`config.mk`:
```
export PLATFORM = sky130hd
export DESIGN_NAME = nearest_neighbor_pixel_rotator_top
export DESIGN_NICKNAME = d
export VERILOG_FILES = /design/src/rtl/core/nnpr_pkg.sv /design/src/rtl/core/nnpr_pipe.sv /design/src/rtl/core/nearest_neighbor_pixel_rotator_top.sv
export SDC_FILE = /design/constraint.sdc
export NUM_CORES = 2
export LEC_CHECK = 0
export ABC_AREA = 1
export BUFFER_PORTS_ARGS = -buffer_cell sky130_fd_sc_hd__buf_2
export CAP_MARGIN = 20
export CORE_UTILIZATION = 65
export CTS_BUF_LIST = sky130_fd_sc_hd__clkbuf_8
export DETAILED_ROUTE_END_ITERATION = 7
export PLACE_DENSITY = 0.82
export REMOVE_ABC_BUFFERS = 1
export SYNTH_ARGS = -nofsm -noshare
export SYNTH_HDL_FRONTEND = slang
export SYNTH_SLANG_ARGS = --single-unit
```
`constraint.sdc`:
```
create_clock -name i_clk -period 29 [get_ports i_clk]
set_input_delay 2.9 -clock i_clk [delete_from_list [all_inputs] [get_ports i_clk]]
set_output_delay 2.9 -clock i_clk [all_outputs]
set_load 0.03 [all_outputs]
```
`src/rtl/core/nnpr_pkg.sv`:
```
package nnpr_pkg;

    localparam int MAX_WIDTH      = 4096;
    localparam int MAX_HEIGHT     = 4096;
    localparam int TRIG_FRAC_BITS = 14;

    localparam int COORD_W    = 12;
    localparam int PIX_W      = 32;
    localparam int ADDR_W     = 24;
    localparam int DIM_W      = 13;
    localparam int TRIG_W     = 16;
    localparam int CFG_DATA_W = 16;
    localparam int CFG_IDX_W  = 2;

    // arithmetic widths along the rotation path
    localparam int DELTA_W = COORD_W + 1;                 // signed offset from centre
    localparam int PROD_W  = TRIG_W + DELTA_W;            // one trig product
    localparam int SUM_W   = PROD_W + 1;                  // sum of two products
    localparam int RND_W   = SUM_W + 1 - TRIG_FRAC_BITS;  // rounded magnitude
    localparam int POS_W   = RND_W + 2;                   // signed position after centre add

    localparam int N_STAGES = 8;

    localparam int IN_TDATA_W  = ((2 * COORD_W + PIX_W + 7) / 8) * 8;
    localparam int OUT_TDATA_W = ((2 * COORD_W + ADDR_W + PIX_W + 7) / 8) * 8;

    typedef enum logic [CFG_IDX_W-1:0] {
        CFG_IMAGE_WIDTH  = 2'd0,
        CFG_IMAGE_HEIGHT = 2'd1,
        CFG_COS_ANGLE    = 2'd2,
        CFG_SIN_ANGLE    = 2'd3
    } t_cfg_idx;

    // frame geometry and trig values as the datapath sees them
    typedef struct packed {
        logic        [DIM_W-1:0]   width;   // clamped to the maximum
        logic        [DIM_W-1:0]   height;  // clamped to the maximum
        logic        [COORD_W-1:0] cx;
        logic        [COORD_W-1:0] cy;
        logic signed [TRIG_W-1:0]  cos_a;
        logic signed [TRIG_W-1:0]  sin_a;
    } t_geom;

endpackage

```
`src/rtl/core/nnpr_pipe.sv`:
```
module nnpr_pipe
    import nnpr_pkg::*;
(
    input  logic                i_clk,
    input  logic                i_rst_n,
    input  t_geom               i_geom,
    input  logic                i_valid,
    output logic                o_ready,
    input  logic [COORD_W-1:0]  i_src_x,
    input  logic [COORD_W-1:0]  i_src_y,
    input  logic [PIX_W-1:0]    i_src_pixel,
    output logic                o_valid,
    input  logic                i_ready,
    output logic                o_write_enable,
    output logic [COORD_W-1:0]  o_dest_x,
    output logic [COORD_W-1:0]  o_dest_y,
    output logic [ADDR_W-1:0]   o_dest_addr,
    output logic [PIX_W-1:0]    o_dest_pixel
);

    localparam logic [SUM_W:0] HALF = (SUM_W+1)'(1) << (TRIG_FRAC_BITS - 1);

    logic [N_STAGES-1:0] r_vld;
    logic [N_STAGES-1:0] w_en;
    logic [PIX_W-1:0]    r_pix [N_STAGES];

    // stage 1: offsets
    logic signed [DELTA_W-1:0] r_dx, r_dy;
    // stage 2: products
    logic signed [PROD_W-1:0]  r_pcx, r_psx, r_pcy, r_psy;
    // stage 3: sums
    logic signed [SUM_W-1:0]   r_sumx, r_sumy;
    // stage 4: sign and magnitude
    logic                      r4_negx, r4_negy;
    logic        [SUM_W-1:0]   r_magx, r_magy;
    // stage 5: rounded magnitude
    logic                      r5_negx, r5_negy;
    logic        [RND_W-1:0]   r_rndx, r_rndy;
    // stage 6: position and bound test
    logic                      r6_we;
    logic        [COORD_W-1:0] r6_x, r6_y;
    // stage 7: row offset
    logic                      r7_we;
    logic        [COORD_W-1:0] r7_x, r7_y;
    logic        [ADDR_W-1:0]  r7_row;
    // stage 8: output register
    logic                      r8_we;
    logic        [COORD_W-1:0] r8_x, r8_y;
    logic        [ADDR_W-1:0]  r8_addr;

    logic signed [PROD_W-1:0]  n_pcx, n_psx, n_pcy, n_psy;
    logic        [SUM_W:0]     n_tx, n_ty;
    logic signed [POS_W-1:0]   n_posx, n_posy, w_cx, w_cy, w_rx, w_ry;
    logic                      n_inside;

    // a stage moves when it is empty or its successor moves
    always_comb begin
        w_en[N_STAGES-1] = !r_vld[N_STAGES-1] || i_ready;
        for (int k = N_STAGES - 2; k >= 0; k--) begin
            w_en[k] = !r_vld[k] || w_en[k+1];
        end
    end

    assign o_ready = w_en[0];

    always_ff @(posedge i_clk) begin
        if (!i_rst_n) begin
            r_vld <= '0;
        end else begin
            if (w_en[0]) begin
                r_vld[0] <= i_valid;
            end
            for (int k = 1; k < N_STAGES; k++) begin
                if (w_en[k]) begin
                    r_vld[k] <= r_vld[k-1];
                end
            end
        end
    end

    always_ff @(posedge i_clk) begin
        if (w_en[0]) begin
            r_pix[0] <= i_src_pixel;
        end
        for (int k = 1; k < N_STAGES; k++) begin
            if (w_en[k]) begin
                r_pix[k] <= r_pix[k-1];
            end
        end
    end

    always_comb begin
        n_pcx = $signed(i_geom.cos_a) * r_dx;
        n_psx = $signed(i_geom.sin_a) * r_dx;
        n_pcy = $signed(i_geom.cos_a) * r_dy;
        n_psy = $signed(i_geom.sin_a) * r_dy;
        n_tx  = {1'b0, r_magx} + HALF;
        n_ty  = {1'b0, r_magy} + HALF;
        w_cx  = $signed({(POS_W-COORD_W)'(0), i_geom.cx});
        w_cy  = $signed({(POS_W-COORD_W)'(0), i_geom.cy});
        w_rx  = $signed({(POS_W-RND_W)'(0), r_rndx});
        w_ry  = $signed({(POS_W-RND_W)'(0), r_rndy});
        n_posx = r5_negx ? (w_cx - w_rx) : (w_cx + w_rx);
        n_posy = r5_negy ? (w_cy - w_ry) : (w_cy + w_ry);
        n_inside = !n_posx[POS_W-1] && !n_posy[POS_W-1]
            && (n_posx < $signed({(POS_W-DIM_W)'(0), i_geom.width}))
            && (n_posy < $signed({(POS_W-DIM_W)'(0), i_geom.height}));
    end

    always_ff @(posedge i_clk) begin
        if (w_en[0]) begin
            r_dx <= $signed({1'b0, i_src_x}) - $signed({1'b0, i_geom.cx});
            r_dy <= $signed({1'b0, i_src_y}) - $signed({1'b0, i_geom.cy});
        end
        if (w_en[1]) begin
            r_pcx <= n_pcx;
            r_psx <= n_psx;
            r_pcy <= n_pcy;
            r_psy <= n_psy;
        end
        if (w_en[2]) begin
            r_sumx <= $signed({r_pcx[PROD_W-1], r_pcx}) - $signed({r_psy[PROD_W-1], r_psy});
            r_sumy <= $signed({r_psx[PROD_W-1], r_psx}) + $signed({r_pcy[PROD_W-1], r_pcy});
        end
        if (w_en[3]) begin
            r4_negx <= r_sumx[SUM_W-1];
            r4_negy <= r_sumy[SUM_W-1];
            r_magx  <= r_sumx[SUM_W-1] ? SUM_W'(-r_sumx) : SUM_W'(r_sumx);
            r_magy  <= r_sumy[SUM_W-1] ? SUM_W'(-r_sumy) : SUM_W'(r_sumy);
        end
        if (w_en[4]) begin
            r5_negx <= r4_negx;
            r5_negy <= r4_negy;
            r_rndx  <= n_tx[SUM_W:TRIG_FRAC_BITS];
            r_rndy  <= n_ty[SUM_W:TRIG_FRAC_BITS];
        end
        if (w_en[5]) begin
            // dropped writes carry zero coordinates, hence a zero address later
            r6_we <= n_inside;
            r6_x  <= n_inside ? n_posx[COORD_W-1:0] : '0;
            r6_y  <= n_inside ? n_posy[COORD_W-1:0] : '0;
        end
        if (w_en[6]) begin
            r7_we  <= r6_we;
            r7_x   <= r6_x;
            r7_y   <= r6_y;
            r7_row <= ADDR_W'(r6_y * i_geom.width);
        end
        if (w_en[7]) begin
            r8_we   <= r7_we;
            r8_x    <= r7_x;
            r8_y    <= r7_y;
            r8_addr <= r7_row + ADDR_W'(r7_x);
        end
    end

    assign o_valid        = r_vld[N_STAGES-1];
    assign o_write_enable = r8_we;
    assign o_dest_x       = r8_x;
    assign o_dest_y       = r8_y;
    assign o_dest_addr    = r8_addr;
    assign o_dest_pixel   = r_pix[N_STAGES-1];

    a_drop_zero: assert property (@(posedge i_clk) disable iff (!i_rst_n)
        (o_valid && !o_write_enable) |-> (o_dest_x == '0 && o_dest_y == '0
            && o_dest_addr == '0))
        else $error("dropped write with non-zero destination");

    a_in_frame: assert property (@(posedge i_clk) disable iff (!i_rst_n)
        (o_valid && o_write_enable) |-> ({1'b0, o_dest_x} < i_geom.width
            && {1'b0, o_dest_y} < i_geom.height))
        else $error("write outside the frame");

    a_accept_enters: assert property (@(posedge i_clk) disable iff (!i_rst_n)
        (i_valid && o_ready) |=> r_vld[0])
        else $error("accepted transaction lost at entry");

    a_out_hold: assert property (@(posedge i_clk) disable iff (!i_rst_n)
        (o_valid && !i_ready) |=> (o_valid && $stable(o_dest_addr)
            && $stable(o_write_enable)))
        else $error("stalled result changed");

endmodule

```
`src/rtl/core/nearest_neighbor_pixel_rotator_top.sv`:
```
// Channel   Dir  Handshake                     Payload (low bit first)
// s_axis    in   s_axis_tvalid/s_axis_tready   tdata: src_x, src_y, src_pixel
// m_axis    out  m_axis_tvalid/m_axis_tready   tdata: dest_x, dest_y, dest_addr, dest_pixel
//                                              tuser: write_enable
// cfg       in   i_cfg_we (no stall)           i_cfg_idx, i_cfg_data
//
// One transaction per clock sustained while m_axis_tready stays high; the path
// runs through the eight register stages (offset, products, sums, magnitude,
// rounding, position/bound, row multiply, address add).
// Reset clears all stage valid bits and loads the default geometry
// (4096 x 4096, cos 1.0, sin 0).
// On a stall each stage holds while its successor is full; empty stages keep
// filling, so the input still takes transactions while a result waits.
module nearest_neighbor_pixel_rotator_top
    import nnpr_pkg::*;
(
    input  logic                   i_clk,
    input  logic                   i_rst_n,
    // configuration write port
    input  logic                   i_cfg_we,
    input  logic [CFG_IDX_W-1:0]   i_cfg_idx,
    input  logic [CFG_DATA_W-1:0]  i_cfg_data,
    // source pixels
    input  logic                   s_axis_tvalid,
    output logic                   s_axis_tready,
    input  logic [IN_TDATA_W-1:0]  s_axis_tdata,   // src_x[11:0], src_y[23:12], src_pixel[55:24]
    // destination writes
    output logic                   m_axis_tvalid,
    input  logic                   m_axis_tready,
    output logic [OUT_TDATA_W-1:0] m_axis_tdata,   // dest_x[11:0], dest_y[23:12],
                                                   // dest_addr[47:24], dest_pixel[79:48]
    output logic [0:0]             m_axis_tuser    // write_enable[0]
);

    localparam logic [DIM_W-1:0] MAX_W = DIM_W'(MAX_WIDTH);
    localparam logic [DIM_W-1:0] MAX_H = DIM_W'(MAX_HEIGHT);

    logic        [DIM_W-1:0]  r_width;
    logic        [DIM_W-1:0]  r_height;
    logic signed [TRIG_W-1:0] r_cos;
    logic signed [TRIG_W-1:0] r_sin;

    t_geom                    w_geom;
    logic        [DIM_W-1:0]  w_w, w_h;

    logic                     w_we;
    logic        [COORD_W-1:0] w_dx, w_dy;
    logic        [ADDR_W-1:0] w_addr;
    logic        [PIX_W-1:0]  w_pix;

    // register file; written only while the pipe is empty, which the user must keep to (not enforced here)
    always_ff @(posedge i_clk) begin
        if (!i_rst_n) begin
            r_width  <= MAX_W;
            r_height <= MAX_H;
            r_cos    <= TRIG_W'(1 << TRIG_FRAC_BITS);
            r_sin    <= '0;
        end else if (i_cfg_we) begin
            case (t_cfg_idx'(i_cfg_idx))
                CFG_IMAGE_WIDTH: begin
                    r_width <= i_cfg_data[DIM_W-1:0];
                end
                CFG_IMAGE_HEIGHT: begin
                    r_height <= i_cfg_data[DIM_W-1:0];
                end
                CFG_COS_ANGLE: begin
                    r_cos <= $signed(i_cfg_data[TRIG_W-1:0]);
                end
                CFG_SIN_ANGLE: begin
                    r_sin <= $signed(i_cfg_data[TRIG_W-1:0]);
                end
                default: begin
                end
            endcase
        end
    end

    // oversized frames behave as the largest frame; centre is the integer half
    always_comb begin
        w_w = (r_width  > MAX_W) ? MAX_W : r_width;
        w_h = (r_height > MAX_H) ? MAX_H : r_height;
        w_geom.width  = w_w;
        w_geom.height = w_h;
        w_geom.cx     = w_w[DIM_W-1:1];
        w_geom.cy     = w_h[DIM_W-1:1];
        w_geom.cos_a  = r_cos;
        w_geom.sin_a  = r_sin;
    end

    nnpr_pipe u_pipe (
        .i_clk          (i_clk),
        .i_rst_n        (i_rst_n),
        .i_geom         (w_geom),
        .i_valid        (s_axis_tvalid),
        .o_ready        (s_axis_tready),
        .i_src_x        (s_axis_tdata[COORD_W-1:0]),
        .i_src_y        (s_axis_tdata[2*COORD_W-1:COORD_W]),
        .i_src_pixel    (s_axis_tdata[2*COORD_W+PIX_W-1:2*COORD_W]),
        .o_valid        (m_axis_tvalid),
        .i_ready        (m_axis_tready),
        .o_write_enable (w_we),
        .o_dest_x       (w_dx),
        .o_dest_y       (w_dy),
        .o_dest_addr    (w_addr),
        .o_dest_pixel   (w_pix)
    );

    assign m_axis_tdata = OUT_TDATA_W'({w_pix, w_addr, w_dy, w_dx});
    assign m_axis_tuser = w_we;

endmodule

```
==> results.json <==
{
  "status": "complete, but fails checks",
  "violations": "DRC",
  "multi_input_area_sq_um": 39780,
  "cts_hold_buf": 0,
  "intPower_mw": 3.379,
  "crit_top_cell": "nor2_1",
  "drc_errors": 14,
  "hold_class": "reg -> reg",
  "grt_pass1_vias": 50320,
  "cp-end-kind": "output port",
  "die_area_sq_um": 106000,
  "cts_setup_buffers": 0,
  "r2r_end": "u_pipe.r_pcy[22]",
  "path_clk_slew_ps": 80,
  "p_switching_mw": 3.071,
  "rsz0062_at_grt": "no",
  "seq_area_sq_um": 20930,
  "grt_pass1_wl_mm": 253.9,
  "post_cts_resized": 0,
  "p_clk_frac": 0.140,
  "ant_nets": 0,
  "reg2regPathDepth": 20,
  "max-cap-violations": 0,
  "yosysTopAreaCell": "edfxtp_1",
  "syn_to_final_growth_pct": 6.445,
  "utilization": 0.6987,
  "fin_crit_ps": 9204,
  "post-route-period-util": 0.3174,
  "setup_tns_ps": 0,
  "grt_max_degree": 80,
  "via_per_inst": 5.552,
  "path_class": "in -> out",
  "cts_max_level": 3,
  "synth_most_common_cell": "inv_1",
  "overflow": 0,
  "fmaxAchievable_mhz": 108.7,
  "p_comb_frac": 0.605,
  "route.vias.total": 48660,
  "ys_ff_latch": 719,
  "synthArstFlopShare": 0,
  "path_max_fanout": 59,
  "hpwl_mm": 123.8,
  "grt_use_total": 0.3042,
  "setup_viol": 0,
  "cellPowerDensity_nw_per_um2": 89.07,
  "antenna_found_initial": 6,
  "gp_congestion": 0.9642,
  "routed_wl_mm": 157.8,
  "crit_slowest_cell": "nor2_1",
  "cts_tree": "yes",
  "drt_iter0_drc": 4360,
  "start_util": 0.6564,
  "arrival_ps": 6300,
  "crit_path_start_kind": "input pin",
  "ys.flop_type": "edfxtp_1",
  "synth_top_area_frac": 0.2882,
  "clk_latency_ps": 830,
  "final_hold_viol_count": 0,
  "die_h_um": 325.5,
  "cts_buffers": 116,
  "cts_sinks": 719,
  "swShare": 0.4761,
  "die_width_um": 325.5,
  "cp_top_family": "simple AND/OR/NAND/NOR gates",
  "clk_path_buf_depth": 3,
  "coreArea_sq_um": 103600,
  "avgSynthCellArea_sq_um": 9.466,
  "n_fill_cell": 7542,
  "ir_drop_mv": 0.1098,
  "wire_per_inst_um": 18.00,
  "path_depth": 15,
  "cp-endpoint": "s_axis_tready",
  "crit_chain": "buf_2 > nor2_1 > clkinv_2 > nor2_1 > clkinv_2 > nor2_1 > inv_2 > buf_4 > nor2_1 > inv_2 > nor2_1 > nand2_4 > nor2_1 > nand2_2 > buf_2",
  "rows": 118,
  "seq_area_frac_synth": 0.3077,
  "synth_cell_type_count": 62,
  "path_buf_inv": 7,
  "yosysWarnings": 0,
  "synth_commonest_cells": "inv_1 (1626), nand2_1 (1563), fa_1 (898)",
  "reg2reg_slack_ps": 22560,
  "ioPinCount": 162,
  "cpPeakStageDelay_ps": 470,
  "crit_path_start": "m_axis_tready",
  "slew_headroom": 0.1444,
  "synth.area.top_cells": "edfxtp_1 (29%), fa_1 (26%), ha_1 (9.6%), inv_1 (9.0%), nand2_1 (8.6%)",
  "nNetsFinal": 8777,
  "netlist_instances": 7187,
  "drive_gt1_frac": 0.06480,
  "timing.final.max_slew_violations": 0,
  "worst_slew_pin_slew_ps": 1279,
  "clock_skew_ps": 106.8,
  "synthesis.area_sq_um": 68030,
  "pwr-share-seq": 0.255,
  "root_buffer": "clkbuf_8",
  "synth_edf_count": 653,
  "p_leak_nw": 36.97,
  "io_buffers": 161,
  "r2r-start": "r_cos[6]",
  "crit_required_ps": 26100,
  "dr.pass1.iters": 8
}
==> flip-flops by register name (all words and copies together), names as in the netlist, 16 cells and up <==
register / cells
u_pipe.r_rndx: 17
u_pipe.r_sumy: 30
u_pipe.r_psy: 29
r_cos: 16
u_pipe.r_pix: 256
u_pipe.r_psx: 29
u_pipe.r_magx: 17
u_pipe.r_magy: 17
r_sin: 16
u_pipe.r_sumx: 30
u_pipe.r_rndy: 17
u_pipe.r_pcy: 29
u_pipe.r_pcx: 29
u_pipe.o_dest_addr: 24
u_pipe.r7_row: 24
==> worst min-delay path by stage <==
stage	slack [ps]	startpoint	endpoint	depth (start not counted)
floorplan	400	u_pipe.r7_y[0]	u_pipe.o_dest_y[0]	0
global placement	400	u_pipe.r_pix[1][8]	u_pipe.r_pix[1][40]	0
detailed placement	400	u_pipe.r_pix[0][14]	u_pipe.r_pix[0][46]	0
CTS	390	u_pipe.r_pix[1][39]	u_pipe.r_pix[1][71]	0
global route	400	u_pipe.r_pix[1][39]	u_pipe.r_pix[1][71]	0
finish	400	u_pipe.r_pix[0][123]	u_pipe.r_pix[1][27]	0
==> layout by cell type (no fill, tap or decap), types with 122 or more instances in the layout <==
master    instances
ha_1            522
edfxtp_1        653
clkbuf_8        128
xor2_1          195
xnor2_1         122
nor2_1          307
inv_1          1657
o21ai_0         201
fa_1            898
buf_2           161
nand3_1         144
a21oi_1         300
nand2_1        1561
==> cell type report <==
| cell class | count | area share |
|---|---|---|
| Sequential cell | 719 | 0.2890 |
| Multi-Input combinational cell | 4562 | 0.5493 |
| Antenna cell | 8 | 0.0002765 |
| Inverter | 1650 | 0.08563 |
| Timing Repair Buffer | 229 | 0.01818 |
| Clock inverter | 89 | 0.009400 |
| Tap cell | 1380 | 0.02384 |
| Clock buffer | 128 | 0.02433 |
==> power groups by stage <==
stage               clock network [mW]  logic (mW)  registers [mW]
detailed placement                   0        3.82            1.67
finish                           0.902        3.90            1.65
CTS                              0.920        3.86            1.65
floorplan                            0        2.70            1.66
global placement                     0        3.72            1.66
global route                     0.962        4.34            1.67
==> cell families after synthesis <==
kind of cell	share of synthesized area
simple gates	0.1307
buf+inv	0.1078
fa+ha+maj	0.3603
flops	0.3077
compound gates	0.05268
xor+xnor	0.04081
mux	0.0001471
==> through the flow <==
step	hold WS, ps	power [mW]	worst slack [ps]	instance area, sq um	instances
4_1_cts	394.4	6.428	19800	72390	8756
5_1_grt	400.7	6.972	19510	72410	8762
3_5_place_dp	404.5	5.485	19850	69940	8539
6_report	400.0	6.450	19800	72410	8765
2_1_floorplan	400.3	4.355	13010	66890	6931
3_3_place_gp	400.3	5.375	20030	69940	8539
==> routing by layer <==
layer  global-route usage  routed length, um  vias up
met3              0.05506              13460      504
met2               0.5142              76500     2323
met5                    0                 31        -
li1                     -                  -    22240
met1               0.3770              59040    23590
met4               0.1525               8763        4
Power figures use the tool's default switching activity.
